File: src/rtl/core/rmte_isqrt.sv
module rmte_isqrt #(
  parameter int IN_W = 30,
  parameter int LANES = 1,
  parameter int SIDE_W = 1
) (
  input  logic                              clk,
  input  logic                              rst,
  input  logic                              en,
  input  logic                              in_valid,
  input  logic [LANES-1:0][IN_W-1:0]        rad,
  input  logic [SIDE_W-1:0]                 side_in,
  output logic                              out_valid,
  output logic [LANES-1:0][IN_W/2-1:0]      root,
  output logic [SIDE_W-1:0]                 side_out
);

  localparam int P = IN_W / 2;
  localparam int RW = P + 2;

  logic [P-1:0][LANES-1:0][IN_W-1:0] rad_q;
  logic [P-1:0][LANES-1:0][RW-1:0]   rem_q;
  logic [P-1:0][LANES-1:0][P-1:0]    root_q;
  logic [P-1:0][SIDE_W-1:0]          side_q;
  logic [P-1:0]                      vld_q;

  for (genvar s = 0; s < P; s++) begin : g_stage
    logic [SIDE_W-1:0] side_p;
    logic              vld_p;

    if (s == 0) begin : g_first
      assign side_p = side_in;
      assign vld_p  = in_valid;
    end else begin : g_next
      assign side_p = side_q[s-1];
      assign vld_p  = vld_q[s-1];
    end

    for (genvar l = 0; l < LANES; l++) begin : g_lane
      logic [IN_W-1:0] rad_p;
      logic [RW-1:0]   rem_p;
      logic [P-1:0]    root_p;
      logic [RW-1:0]   rem2;
      logic [RW:0]     diff;

      if (s == 0) begin : g_first
        assign rad_p  = rad[l];
        assign rem_p  = '0;
        assign root_p = '0;
      end else begin : g_next
        assign rad_p  = rad_q[s-1][l];
        assign rem_p  = rem_q[s-1][l];
        assign root_p = root_q[s-1][l];
      end

      always_comb begin
        rem2 = {rem_p[RW-3:0], rad_p[IN_W-1 -: 2]};
        diff = {1'b0, rem2} - {1'b0, root_p, 2'b01};
      end

      always_ff @(posedge clk) begin
        if (en) begin
          rad_q[s][l] <= rad_p << 2;
          if (!diff[RW]) begin
            rem_q[s][l]  <= diff[RW-1:0];
            root_q[s][l] <= {root_p[P-2:0], 1'b1};
          end else begin
            rem_q[s][l]  <= rem2;
            root_q[s][l] <= {root_p[P-2:0], 1'b0};
          end
        end
      end
    end

    always_ff @(posedge clk) begin
      if (en) begin
        side_q[s] <= side_p;
      end
    end

    always_ff @(posedge clk) begin
      if (rst) begin
        vld_q[s] <= 1'b0;
      end else if (en) begin
        vld_q[s] <= vld_p;
      end
    end
  end

  assign out_valid = vld_q[P-1];
  assign root      = root_q[P-1];
  assign side_out  = side_q[P-1];

endmodule

File: config.mk
export PLATFORM = sky130hd
export DESIGN_NAME = rmte_isqrt
export DESIGN_NICKNAME = d
export VERILOG_FILES = /design/src/rtl/core/rmte_isqrt.sv
export SDC_FILE = /design/constraint.sdc
export NUM_CORES = 1
export LEC_CHECK = 0
export ABC_AREA = 1
export BUFFER_PORTS_ARGS = -buffer_cell sky130_fd_sc_hd__buf_2
export CAP_MARGIN = 40
export CORE_MARGIN = 5
export CORE_UTILIZATION = 45
export DETAILED_ROUTE_END_ITERATION = 10
export GPL_TIMING_DRIVEN = 1
export SLEW_MARGIN = 15
export SYNTH_ARGS = -nofsm -noshare
export SYNTH_HDL_FRONTEND = slang
export SYNTH_SLANG_ARGS = --single-unit
File: constraint.sdc
create_clock -name clk -period 1.94 [get_ports clk]
set_clock_uncertainty 0.1 [all_clocks]
set_input_delay 0.194 -clock clk [delete_from_list [all_inputs] [get_ports clk]]
set_output_delay 0.194 -clock clk [all_outputs]
set_load 0.1 [all_outputs]
== Yosys cells after proc, flatten, opt, wreduce, memory -nomap -nowiden ==
Cells that the tools add are included.

* Register bits after elaboration: 558
* Bits of input ports: 35
* Output and inout bits: 17
* Logic and storage cells: 118

* $add $sub $neg: 15
* Muxes and demuxes: 29

{| class="wikitable"
|+ Operators with widths
! operator !! number
|-
| 15-bit 2-to-1 mux || 13
|-
| 17-bit by 10-bit subtractor with 18-bit output || 1
|-
| 17-bit by 11-bit subtractor with 18-bit output || 1
|-
| 17-bit by 12-bit subtractor with 18-bit output || 1
|-
| 17-bit by 13-bit subtractor with 18-bit output || 1
|-
| 17-bit by 14-bit subtractor with 18-bit output || 1
|-
| 17-bit by 15-bit subtractor with 18-bit output || 1
|-
| 17-bit by 16-bit subtractor with 18-bit output || 1
|-
| 17-bit by 3-bit subtractor with 18-bit output || 1
|-
| 17-bit by 4-bit subtractor with 18-bit output || 1
|-
| 17-bit by 5-bit subtractor with 18-bit output || 1
|-
| 17-bit by 6-bit subtractor with 18-bit output || 1
|-
| 17-bit by 7-bit subtractor with 18-bit output || 1
|-
| 17-bit by 8-bit subtractor with 18-bit output || 1
|-
| 17-bit by 9-bit subtractor with 18-bit output || 1
|-
| 1-bit 2-to-1 mux || 15
|-
| 2-bit by 1-bit subtractor with 3-bit output, second input constant || 1
|-
| 2-bit 2-to-1 mux || 1
|}

== Longest topological paths before layout ==
Gate-level depths: netlist of run 1.

* Depth after elaboration: 2
* Mapped depth: 13
* Mapped depth without buffers: 12

== Worst setup path before layout of run 1 ==
OpenSTA, ideal clock, no wires.

* Path type: reg2reg
* Start point: reg rem_q (netlist bit g_stage[9].g_lane[0].rem_p[5])
* End point: reg rem_q (netlist bit g_stage[10].g_lane[0].rem_p[10]), data pin
* Arrival time: 1.623 ns
* Data required time: 1.587 ns
* Slack: -0.036 ns
* Cell stages (with the launch flop): 11
* Path through: edfxtp_1 ha_1 nand2_2 inv_1 nand2_1 nand2_1 a21oi_4 nand3_2 buf_6 nand3_1 nand2_1

* Word-level cells in the longest chain between the ends: 2

{| class="wikitable"
|+ Ends and longest elaborated chain
! element !! RTL line !! text
|-
| start, declared || 21 || <nowiki>logic [P-1:0][LANES-1:0][RW-1:0] rem_q;</nowiki>
|-
| start signal, assigned by index || 64 || <nowiki>rem_q[s][l] <= diff[RW-1:0];</nowiki>
|-
| start signal, assigned by index || 67 || <nowiki>rem_q[s][l] <= rem2;</nowiki>
|-
| 17-bit by 11-bit subtractor with 18-bit output || 57 || <nowiki>diff = {1'b0, rem2} - {1'b0, root_p, 2'b01};</nowiki>
|-
| 15-bit 2-to-1 mux || 63 || <nowiki>if (!diff[RW]) begin</nowiki>
|}

Every way passes these cells.
A chain may end at the register's enable or synchronous reset.

== Worst setup path in the final report of run 1 ==
* Start point: reg root_q (netlist bit g_stage[3].g_lane[0].root_p[2])
* End point: reg rem_q (netlist bit g_stage[4].g_lane[0].rem_p[0]), data pin

* Word-level cells in the longest chain between the ends: 2

{| class="wikitable"
|+ Ends and longest elaborated chain
! element !! RTL line !! text
|-
| start, declared || 22 || <nowiki>logic [P-1:0][LANES-1:0][P-1:0] root_q;</nowiki>
|-
| start signal, assigned by index || 65 || <nowiki>root_q[s][l] <= {root_p[P-2:0], 1'b1};</nowiki>
|-
| start signal, assigned by index || 68 || <nowiki>root_q[s][l] <= {root_p[P-2:0], 1'b0};</nowiki>
|-
| 17-bit by 5-bit subtractor with 18-bit output || 57 ||
|-
| 15-bit 2-to-1 mux || 63 ||
|}

Every way passes these cells.

==> impl_results.md, run 1 <==
* Status: complete, but fails checks
* Failing checks: negative setup slack
* Netlist Area Pre-Place at roughly 0.027 mm^2
* Reg-to-reg slack, setup at -0.11 ns
* Top cell type's share of synthesized area at 0.5905
* Min-Delay Path Class: input pin to flip-flop
* Most common cell in the netlist: nand2_1
* RSZ-0062 raised after global routing: yes
* Ant diodes at 0
* Max-cap violations at 0
* End of the worst hold path: g_stage[1].g_lane[0].rad_p[9]
* Rows at 90
* Max Clk Rate at 488.5 MHz
* Max stage delay on crit path at around 0.44 ns
* Vias/cell at 4.905
* Via count of the routed design at roughly 21000
* Total CTS buffers at a little under 60
* Syn Inst Count at between 2000 and 3000
* EDFF count, synth at 540
* WL final at 67730 um
* Sink Count at 555
* Largest net degree at the start of global routing at 58
* Power per cell area at roughly 930 mW/mm^2
* PortBufs at 51
* GRT Residual Overflow at 0
* Layout area overhead at 44.84%
* FF-to-FF path depth at 7
* Yosys warning total at 0
* Place WS at -0.2040 ns
* Largest delay share family, worst path: flip-flops
* Max IR drop VDD at roughly 0.84 mV
* Num ports at 52
* Commonest cells post-synth: 848 x nand2_1, 540 x edfxtp_1, 486 x inv_1
* First-pass GRT wire length at around 100000 um
* Mean post-synth cell area at 9.800 um^2
* Layout cells sized above 1 at 0.4170
* Clock-pin slew on the worst setup and hold paths at 0.06 ns
* Final hold vios at 0
* All-Layer GR Usage at 0.1899
* Final setup vio count at 95
* Pleak at around 0.018 uW
* Mapped Nets at 2958
* CTS tree: built
* Antenna-violating nets left at 0
* Crit-path cells: inv_2, ha_4, a21oi_4, a21boi_4, nand3_4, buf_12, xor2_1
* Crit path max fanout at 7
* DP HPWL at between 40000 and 50000 um
* Die Ht at roughly 260 um
* Crit. End Element: flip-flop
* Critical Path AT at 2.33 ns
* Critical-path top delay cell: edfxtp_1
* Die ar. at between 0.06 and 0.07 mm^2
* Final setup margin at -0.1070 ns
* Ranking of synthesized cells by area: edfxtp_1 59%, nand2_1 12%, inv_1 6.6%
* Setup crit start kind: flip-flop
* Combinational fraction of design power at 0.274
* Die Wd at ~260 um
* Routed wire per std cell at 15.47 um
* Crit path buffers/inverters at 2
* Placed inst area at approximately 0.032 mm^2
* Primary FF master, synth: edfxtp_1
* HP Start: rad[7]
* Post-layout min period at around 2.0 ns
* Seq/Total Area, Yosys at 0.6014
* Crit Path Class: flip-flop to flip-flop
* Tcrit/Tclk final at 1.055
* NetSw at between 10000 and 15000 uW
* Drt first pass iters at 5
* Residual DRC at 0
* Pint at 25970 uW
* Starting DRC count in detailed routing at 1320
* Worst hold path depth at 2
* Final Net Count at 3704
* Reg-to-reg endpoint: g_stage[4].g_lane[0].rem_p[0]
* Bufs on Longest Clock Path at 3
* Clk pwr share at 0.308
* Number of global-route vias before repair at 20730
* Clock root buffer: clkbuf_16
* Initial Utilization at 0.4550
* Flop pwr share at 0.419
* CORE AREA at 0.06036 mm^2
* GPL Wtd Cong at about 0.88
* CP Data Required Time at roughly 2.2 ns
* Synthesized flop and latch total at roughly 560
* Initial antenna violation count at 1
* Final instance area at 0.03977 mm^2
* FFs w/ async S/R, synth at 0
* H-tree depth at 2
* Netlist cell types at 47
* Max Slew Vio Count at 0
* Worst-skew pair later-pin latency at between 0.6 and 0.7 ns
* FF-to-FF Start: g_stage[3].g_lane[0].root_p[2]
* Sw frac at 0.2952
* Post-synth top area cell: edfxtp_1
[area by class of cell]
type / instances / area (um^2)
Fill cell: 4485 / 20580
Sequential cell: 555 / 16520
Multi-Input combinational cell: 1736 / 12570
Timing Repair Buffer: 706 / 5844
Inverter: 490 / 1882
Clock buffer: 62 / 1466
Tap cell: 782 / 978.4
Clock inverter: 47 / 508.0
Timing Repair inverter: 1 / 8.758
[registers in the layout, indices dropped and copies added, names as in the netlist]
register and cells:
root 15, g_stage.g_lane.rem_p 195, g_stage.vld_p 14, g_stage.g_lane.root_p 105, g_stage.side_p 14, out_valid 1, g_stage.g_lane.rad_p 210, side_out 1
[how the worst max path moves through the flow]
stage	startpoint	to	slack, ns	depth (start not counted)
6_report	g_stage[3].g_lane[0].root_p[2]	g_stage[4].g_lane[0].rem_p[0]	-0.11	7
5_1_grt	g_stage[9].g_lane[0].root_p[6]	g_stage[10].g_lane[0].rem_p[14]	-0.21	11
4_1_cts	g_stage[9].g_lane[0].root_p[4]	g_stage[10].g_lane[0].rem_p[8]	-0.05	11
3_5_place_dp	g_stage[8].g_lane[0].root_p[6]	g_stage[9].g_lane[0].rem_p[12]	-0.20	10
3_3_place_gp	g_stage[8].g_lane[0].root_p[6]	g_stage[9].g_lane[0].rem_p[12]	-0.23	10
2_1_floorplan	g_stage[9].g_lane[0].rem_p[6]	g_stage[10].g_lane[0].rem_p[10]	0.005	8
[what timing repair did]
action / CTS / global route
endpoints found under the setup margin: 184 / 197
buffers inserted: 88 / 111
endpoints found under the hold margin: 72 / 0
hold buffers: 36 / 0
gates resized for setup: 372 / 574
pin swaps: 121 / 249
cloned: 10 / 4
[cell usage in the layout, fill, tap and decap left out, types with 17 or more instances in the layout]
master / count
nand3_1: 114
clkbuf_16: 61
o21ai_0: 22
nor2_4: 27
inv_2: 106
xor2_1: 52
buf_2: 50
nor2_1: 118
a21oi_2: 27
edfxtp_1: 540
buf_4: 540
nand2_2: 202
a21oi_1: 50
nand3_4: 26
o21ai_1: 18
ha_1: 34
nand2_4: 60
a21oi_4: 21
nand4_1: 51
inv_1: 375
buf_12: 19
o21ai_2: 22
ha_4: 87
dlygate4sd3_1: 36
nor2_2: 24
nand2_1: 594
buf_6: 49
xnor2_1: 17
nand3_2: 77
[power by group through the flow]
stage | clock network, uW | logic, uW | registers (uW)
2_1_floorplan | 0 | 3980 | 15400
3_3_place_gp | 0 | 6780 | 15500
3_5_place_dp | 0 | 6880 | 15600
4_1_cts | 11700 | 8220 | 15400
5_1_grt | 12200 | 11000 | 15500
6_report | 11300 | 10100 | 15400
[logic make-up after synthesis]
family                     count (synthesis)  synth area share
xor gates and xnor gates                  70           0.02233
DFF                                      555            0.6014
buffers and inverters                    517           0.07463
AOI/OAI and AO/OA                        179           0.03536
and+or+nand+nor                         1359            0.2110
adders and majority gates                121           0.05513
other                                      1         0.0001366
[per-stage QoR]
stage               hold slack (ns)  std cells  utilization  setup TNS [ns]  total power (uW)
floorplan                    0.1631       2802            -               0             19400
global route                 0.1159       4379       0.6590          -14.54             38730
CTS                         0.09953       4267       0.6113          -1.025             35290
global placement             0.2709       4026       0.5292          -14.56             22310
detailed placement           0.2721       4026       0.5292          -17.96             22430
finish                       0.1580       4379       0.6590          -4.523             36850
[per-layer routing]
| layer | part of all wire | global-route usage |
|---|---|---|
| met5 | 0.00019 | 0 |
| met4 | 0.021 | 0.04563 |
| met3 | 0.042 | 0.02882 |
| met2 | 0.49 | 0.3133 |
| met1 | 0.45 | 0.2672 |
[worst reg2reg max path: cells and delay by family (launching register included)]
kind / cells / cell delay [ns]
buf+inv: 2 / 0.31
fa+ha+maj: 1 / 0.21
simple gates: 1 / 0.19
flops: 1 / 0.44
xor+xnor: 1 / 0.14
compound gates: 2 / 0.39
Power figures use the tool's default switching activity.
==> run 2, diff against run 1 <==
- CELL_PAD_IN_SITES_DETAIL_PLACEMENT: unset -> 0
- CELL_PAD_IN_SITES_GLOBAL_PLACEMENT: unset -> 2
- CORE_UTILIZATION: 45 -> 37
- PLACE_DENSITY_LB_ADDON: unset -> 0.1
- RECOVER_POWER: unset -> 100
==> impl_results.md, run 2 (synthesis gave the netlist of run 1 again) <==
* Status: complete, but fails checks
* Failing checks: negative setup slack
* CP Data Required Time at 2.21 ns
* Tcrit/Tclk final at 1.062
* Layout cells sized above 1 at 0.4414
* Residual DRC at 0
* Rows at 99
* Combinational fraction of design power at 0.274
* Max Clk Rate at between 400 and 500 MHz
* RSZ-0062 raised after global routing: yes
* Max IR drop VDD at between 0.8 and 0.9 mV
* Crit path max fanout at 7
* GRT Residual Overflow at 0
* Flop pwr share at 0.407
* Critical Path AT at 2.33 ns
* Num ports at 52
* Initial antenna violation count at 0
* Slew headroom at 0.2566
* Pint at ~27000 uW
* Clock root buffer: clkbuf_16
* Worst setup path startpoint: g_stage[7].g_lane[0].rem_p[0]
* H-tree depth at 2
* All-Layer GR Usage at 0.1681
* Routed wire per std cell at around 15 um
* Via count of the routed design at roughly 21000
* GPL Wtd Cong at between 0.8 and 0.9
* Power per cell area at ~930 mW/mm^2
* Final hold vios at 0
* Place WS at -0.2911 ns
* First-pass GRT wire length at ~110000 um
* Clk pwr share at 0.320
* Die Ht at approximately 280 um
* Final setup margin at -0.1211 ns
* Post-Layout Cell Count at approximately 4600
* Vias/cell at roughly 4.6
* Layout area overhead at 48.59%
* HP Start: rad[9]
* Fin Setup TNS at -4.940 ns
* Most common cell after layout, fill and taps aside: nand2_1
* Crit. End Element: flip-flop
* Final Net Count at between 3000 and 4000
* Bufs on Longest Clock Path at 3
* Worst-skew pair later-pin latency at between 0.6 and 0.7 ns
* FILL cells at about 6400
* FF-to-FF Start: g_stage[7].g_lane[0].rem_p[0]
* Max-cap violations at 0
* DP HPWL at slightly below 50000 um
* CTS tree: built
* Starting DRC count in detailed routing at ~1100
* Die Wd at about 280 um
* Final instance area at 0.04080 mm^2
* Ant diodes at 0
* Inst Count DP at 4274
* WL final at about 70000 um
* Hold_ws at about 0.17 ns
* Final setup vio count at around 110
* PortBufs at between 50 and 60
* Sw frac at 0.2932
* Commonest non-fill, non-tap cells in the layout: 555 x nand2_1, 544 x buf_4, 540 x edfxtp_1
* Number of global-route vias before repair at between 20000 and 25000
* Total CTS buffers at 60
* Pleak at ~0.018 uW
* Setup crit start kind: flip-flop
* Max reg flops at 210
* Largest net degree at the start of global routing at 83
* Min-Delay Path Class: input pin to flip-flop
* Antenna-violating nets left at 0
* Max Slew Vio Count at 0
* NetSw at ~11000 uW
* Crit Path Class: flip-flop to flip-flop
* Die ar. at ~0.08 mm^2
* Sink Count at 555
* Placed inst area at ~0.033 mm^2
* Post-layout min period at about 2.1 ns
* Initial Utilization at 0.3745
* Least-Margin Pin Slew at between 1 and 1.5 ns
* CORE AREA at between 0.07 and 0.08 mm^2
* Drt first pass iters at 5
* Clock-pin slew on the worst setup and hold paths at roughly 0.060 ns
## run 2: path summary, 6_finish.rpt
path                                    end  slack (ns)  depth (start not counted)
max           g_stage[8].g_lane[0].rem_p[1]       -0.12                         11
min          g_stage[1].g_lane[0].rad_p[11]        0.17                          2
max reg2reg   g_stage[8].g_lane[0].rem_p[1]       -0.12                         11
min reg2reg  g_stage[6].g_lane[0].rad_p[21]        0.31                          0
## run 2: critical path, stage by stage (launching register included)
cell and delay (ns):
edfxtp_1 0.45, ha_4 0.29, buf_6 0.12, nand2_2 0.04
nand2_1 0.05, nand2_1 0.06, nand2_1 0.06, nand2_2 0.08
nand3_2 0.11, nor2_4 0.19, clkbuf_16 0.20, o21ai_2 0.05
## run 2: power groups by stage
stage	Combinational, uW	Clock (uW)	Sequential, uW
after floorplan	3980	0	15400
after CTS	8550	12600	15400
final	10400	12100	15400
after global placement	7190	0	15600
after global routing	11400	13100	15500
after detailed placement	7230	0	15600
## run 2: area by class of cell
cell class                 count  area (um^2)  area share
timing repair buffer         792         6221      0.1525
clock inverter                44        555.5     0.01361
clock buffer                  69         1575     0.03861
inverter                     490         1887     0.04624
timing repair inverter         1        8.758   0.0002146
sequential                   555        16520      0.4048
tap                          959         1200     0.02941
multi-input combinational   1737        12840      0.3147
## run 2: through the flow
stage,utilization,total power [uW]
finish,0.5564,37920
CTS,0.5160,36520
global placement,0.4460,22750
floorplan,-,19400
detailed placement,0.4460,22800
global route,0.5564,40070
## run 2: repair_timing
action,in CTS,in global routing
cloned,10,8
setup buffers,101,112
hold buffers,36,0
pin swaps,131,304
setup endpoints to repair,178,192
resized for setup,364,665
endpoints found under the hold margin,87,0
## run 2: layer usage
layer | global-route usage | vias up | share of wire
met5 | 0 | - | 0
met4 | 0.04572 | 0 | 0.023
li1 | - | 10910 | -
met3 | 0.02146 | 97 | 0.029
met1 | 0.2350 | 10110 | 0.47
met2 | 0.2790 | 233 | 0.48
==> run 3, diff against run 2 <==
- PLACE_DENSITY: unset -> 0.74
- PLACE_DENSITY_LB_ADDON: 0.1 -> unset
==> impl_results.md, run 3 (synthesis gave the netlist of run 1 again) <==
* Status: complete, but fails checks
* Failing checks: negative setup slack
* Most common cell after layout, fill and taps aside: nand2_1
* Max reg flops at 210
* PortBufs at 51
* Num ports at 52
* GR met2 Demand/Resource at 0.2748
* CTS tree: built
* Pint at 26590 uW
* Max-cap violations at 0
* Tcrit/Tclk final at 1.055
* Die Wd at between 200 and 300 um
* Largest delay share family, worst path: simple AND/OR/NAND/NOR gates
* Largest net degree at the start of global routing at 76
* Power per cell area at 929.1 mW/mm^2
* Sw frac at 0.2900
* Met1 Use GR at 0.2233
* Critical Path AT at roughly 2.3 ns
* Min-Delay Path Class: input pin to flip-flop
* Final hold vios at 0
* Place WS at -0.2431 ns
* Clk pwr share at 0.322
* Drt first pass iters at 5
* Ant diodes at 0
* Least-Margin Pin Slew at 0.4902 ns
* Total power at 37450 uW
* Most Frequent Cell on Critical Path: nor2_2
* Grt met3 use at 0.02303
* Die Ht at around 280 um
* Combinational fraction of design power at 0.267
* Sink Count at 555
* First-pass GRT wire length at 105500 um
* Rows at 99
* Final Net Count at about 3700
* All-Layer GR Usage at 0.1618
* Crit path buffers/inverters at 2
* Crit-path cells: inv_2, ha_4, a21oi_4, nor2_2, nor2_2, nand3_2, nor2_4, clkbuf_16, a21oi_2
* Layout cells sized above 1 at 0.4138
* Bufs on Longest Clock Path at 3
* Routed wire per std cell at roughly 15 um
* NetSw at 10860 uW
* Fin Setup TNS at -3.817 ns
* Initial antenna violation count at 0
* Crit. End Element: flip-flop
* GPL Wtd Cong at 0.8862
* Clock root buffer: clkbuf_16
* CORE AREA at between 0.07 and 0.08 mm^2
* H-tree depth at 2
* Inst Count DP at approximately 4200
* Starting DRC count in detailed routing at 1028
* Total CTS buffers at 60
* FILL cells at ~6400
* Crit path max fanout at 5
* Most used routing layer: met2
* Post-Layout Cell Count at roughly 4600
* Vias/cell at between 4 and 5
* Worst-skew pair later-pin latency at around 0.65 ns
* Critical-path top delay cell: edfxtp_1
* Antenna-violating nets left at 0
* Max IR drop VDD at about 0.94 mV
* Final setup vio count at 85
* DP HPWL at ~47000 um
* Max stage delay on crit path at between 0.4 and 0.5 ns
* Via count of the routed design at ~21000
* Number of global-route vias before repair at 20680
* WL final at ~68000 um
* Initial Utilization at 0.3745
* RSZ-0062 raised after global routing: yes
* Residual DRC at 0
* CP Data Required Time at 2.20 ns
* Final setup margin at -0.1059 ns
* Pleak at between 0.015 and 0.02 uW
* Flop pwr share at 0.411
* Slew headroom at 0.6705
* Die ar. at ~0.080 mm^2
* Clock-pin slew on the worst setup and hold paths at roughly 0.06 ns
* Max Clk Rate at 488.8 MHz
* Max Slew Vio Count at 0
* Layout area overhead at 46.79%
* Setup crit start kind: flip-flop
* Crit Path Class: flip-flop to flip-flop
* GRT Residual Overflow at 0
* Post-layout min period at approximately 2.0 ns
* Commonest non-fill, non-tap cells in the layout: 589 x nand2_1, 540 x edfxtp_1, 531 x buf_4
==> run 3: cell types whose count changed in the layout (fill, tap and decap cells not counted), moves of 15 or more <==
cell	change
clkbuf_2	-28
buf_2	+15
buf_12	+17
inv_2	-21
nand3_2	-18
nand2_1	+34
inv_1	+23
nand3_1	+21
clkbuf_4	-38
nand2_4	-41
==> run 3: layer usage <==
layer	up-vias	part of all wire
li1	10860	-
met1	9898	0.46
met2	258	0.49
met3	85	0.032
met4	0	0.018
met5	-	0
==> run 3: timing repair <==
action / 4_1_cts / 5_1_grt
pin swaps: 112 / 248
gates cloned: 11 / 10
setup buffers: 100 / 88
endpoints found under the hold margin: 64 / 0
resized for setup: 354 / 533
hold buffers: 37 / 0
endpoints found under the setup margin: 174 / 192
==> run 3: worst reg2reg max path: cells and delay by family, from the launching register on <==
| family | cells | cell delay, ns |
|---|---|---|
| compound gates | 2 | 0.17 |
| buf+inv | 2 | 0.29 |
| flops | 1 | 0.45 |
| fa+ha+maj | 1 | 0.22 |
| simple gates | 4 | 0.54 |
==> run 3: power by group through the flow <==
stage | Clock, uW | Combinational [uW] | Sequential, uW
6_report | 12100 | 9980 | 15400
5_1_grt | 13000 | 11000 | 15500
4_1_cts | 12500 | 8450 | 15400
3_5_place_dp | 0 | 7130 | 15600
3_3_place_gp | 0 | 7080 | 15500
2_1_floorplan | 0 | 3980 | 15400
==> run 3: through the flow <==
step                hold WS, ns  area [um^2]    util
finish                   0.1530        40310  0.5497
global route             0.1232        40310  0.5497
CTS                     0.09757        37630  0.5132
detailed placement       0.2721        32460  0.4427
global placement         0.2708        32460  0.4427
floorplan                0.1631        27570       -
==> run 3: path summary, 6_finish.rpt <==
path	start	end	slack (ns)	cells after the start
hold / removal	rad[24]	g_stage[1].g_lane[0].rad_p[26]	0.15	2
setup / recovery	g_stage[7].g_lane[0].root_p[4]	g_stage[8].g_lane[0].rem_p[11]	-0.11	9
setup reg to reg	g_stage[7].g_lane[0].root_p[4]	g_stage[8].g_lane[0].rem_p[11]	-0.11	9
hold reg to reg	g_stage[6].g_lane[0].rad_p[20]	g_stage[7].g_lane[0].rad_p[22]	0.27	0
==> run 3: final cells by class <==
class	count	area (um^2)	share of cell area
flip-flops and latches	555	16520	0.4097
multi-input cells	1739	12460	0.3091
repair buffers	739	6130	0.1521
inverters	490	1879	0.04662
clock buffers	72	1546	0.03836
well taps	959	1200	0.02977
clock inverters	41	553.0	0.01372
repair inverters	3	26.28	0.0006518
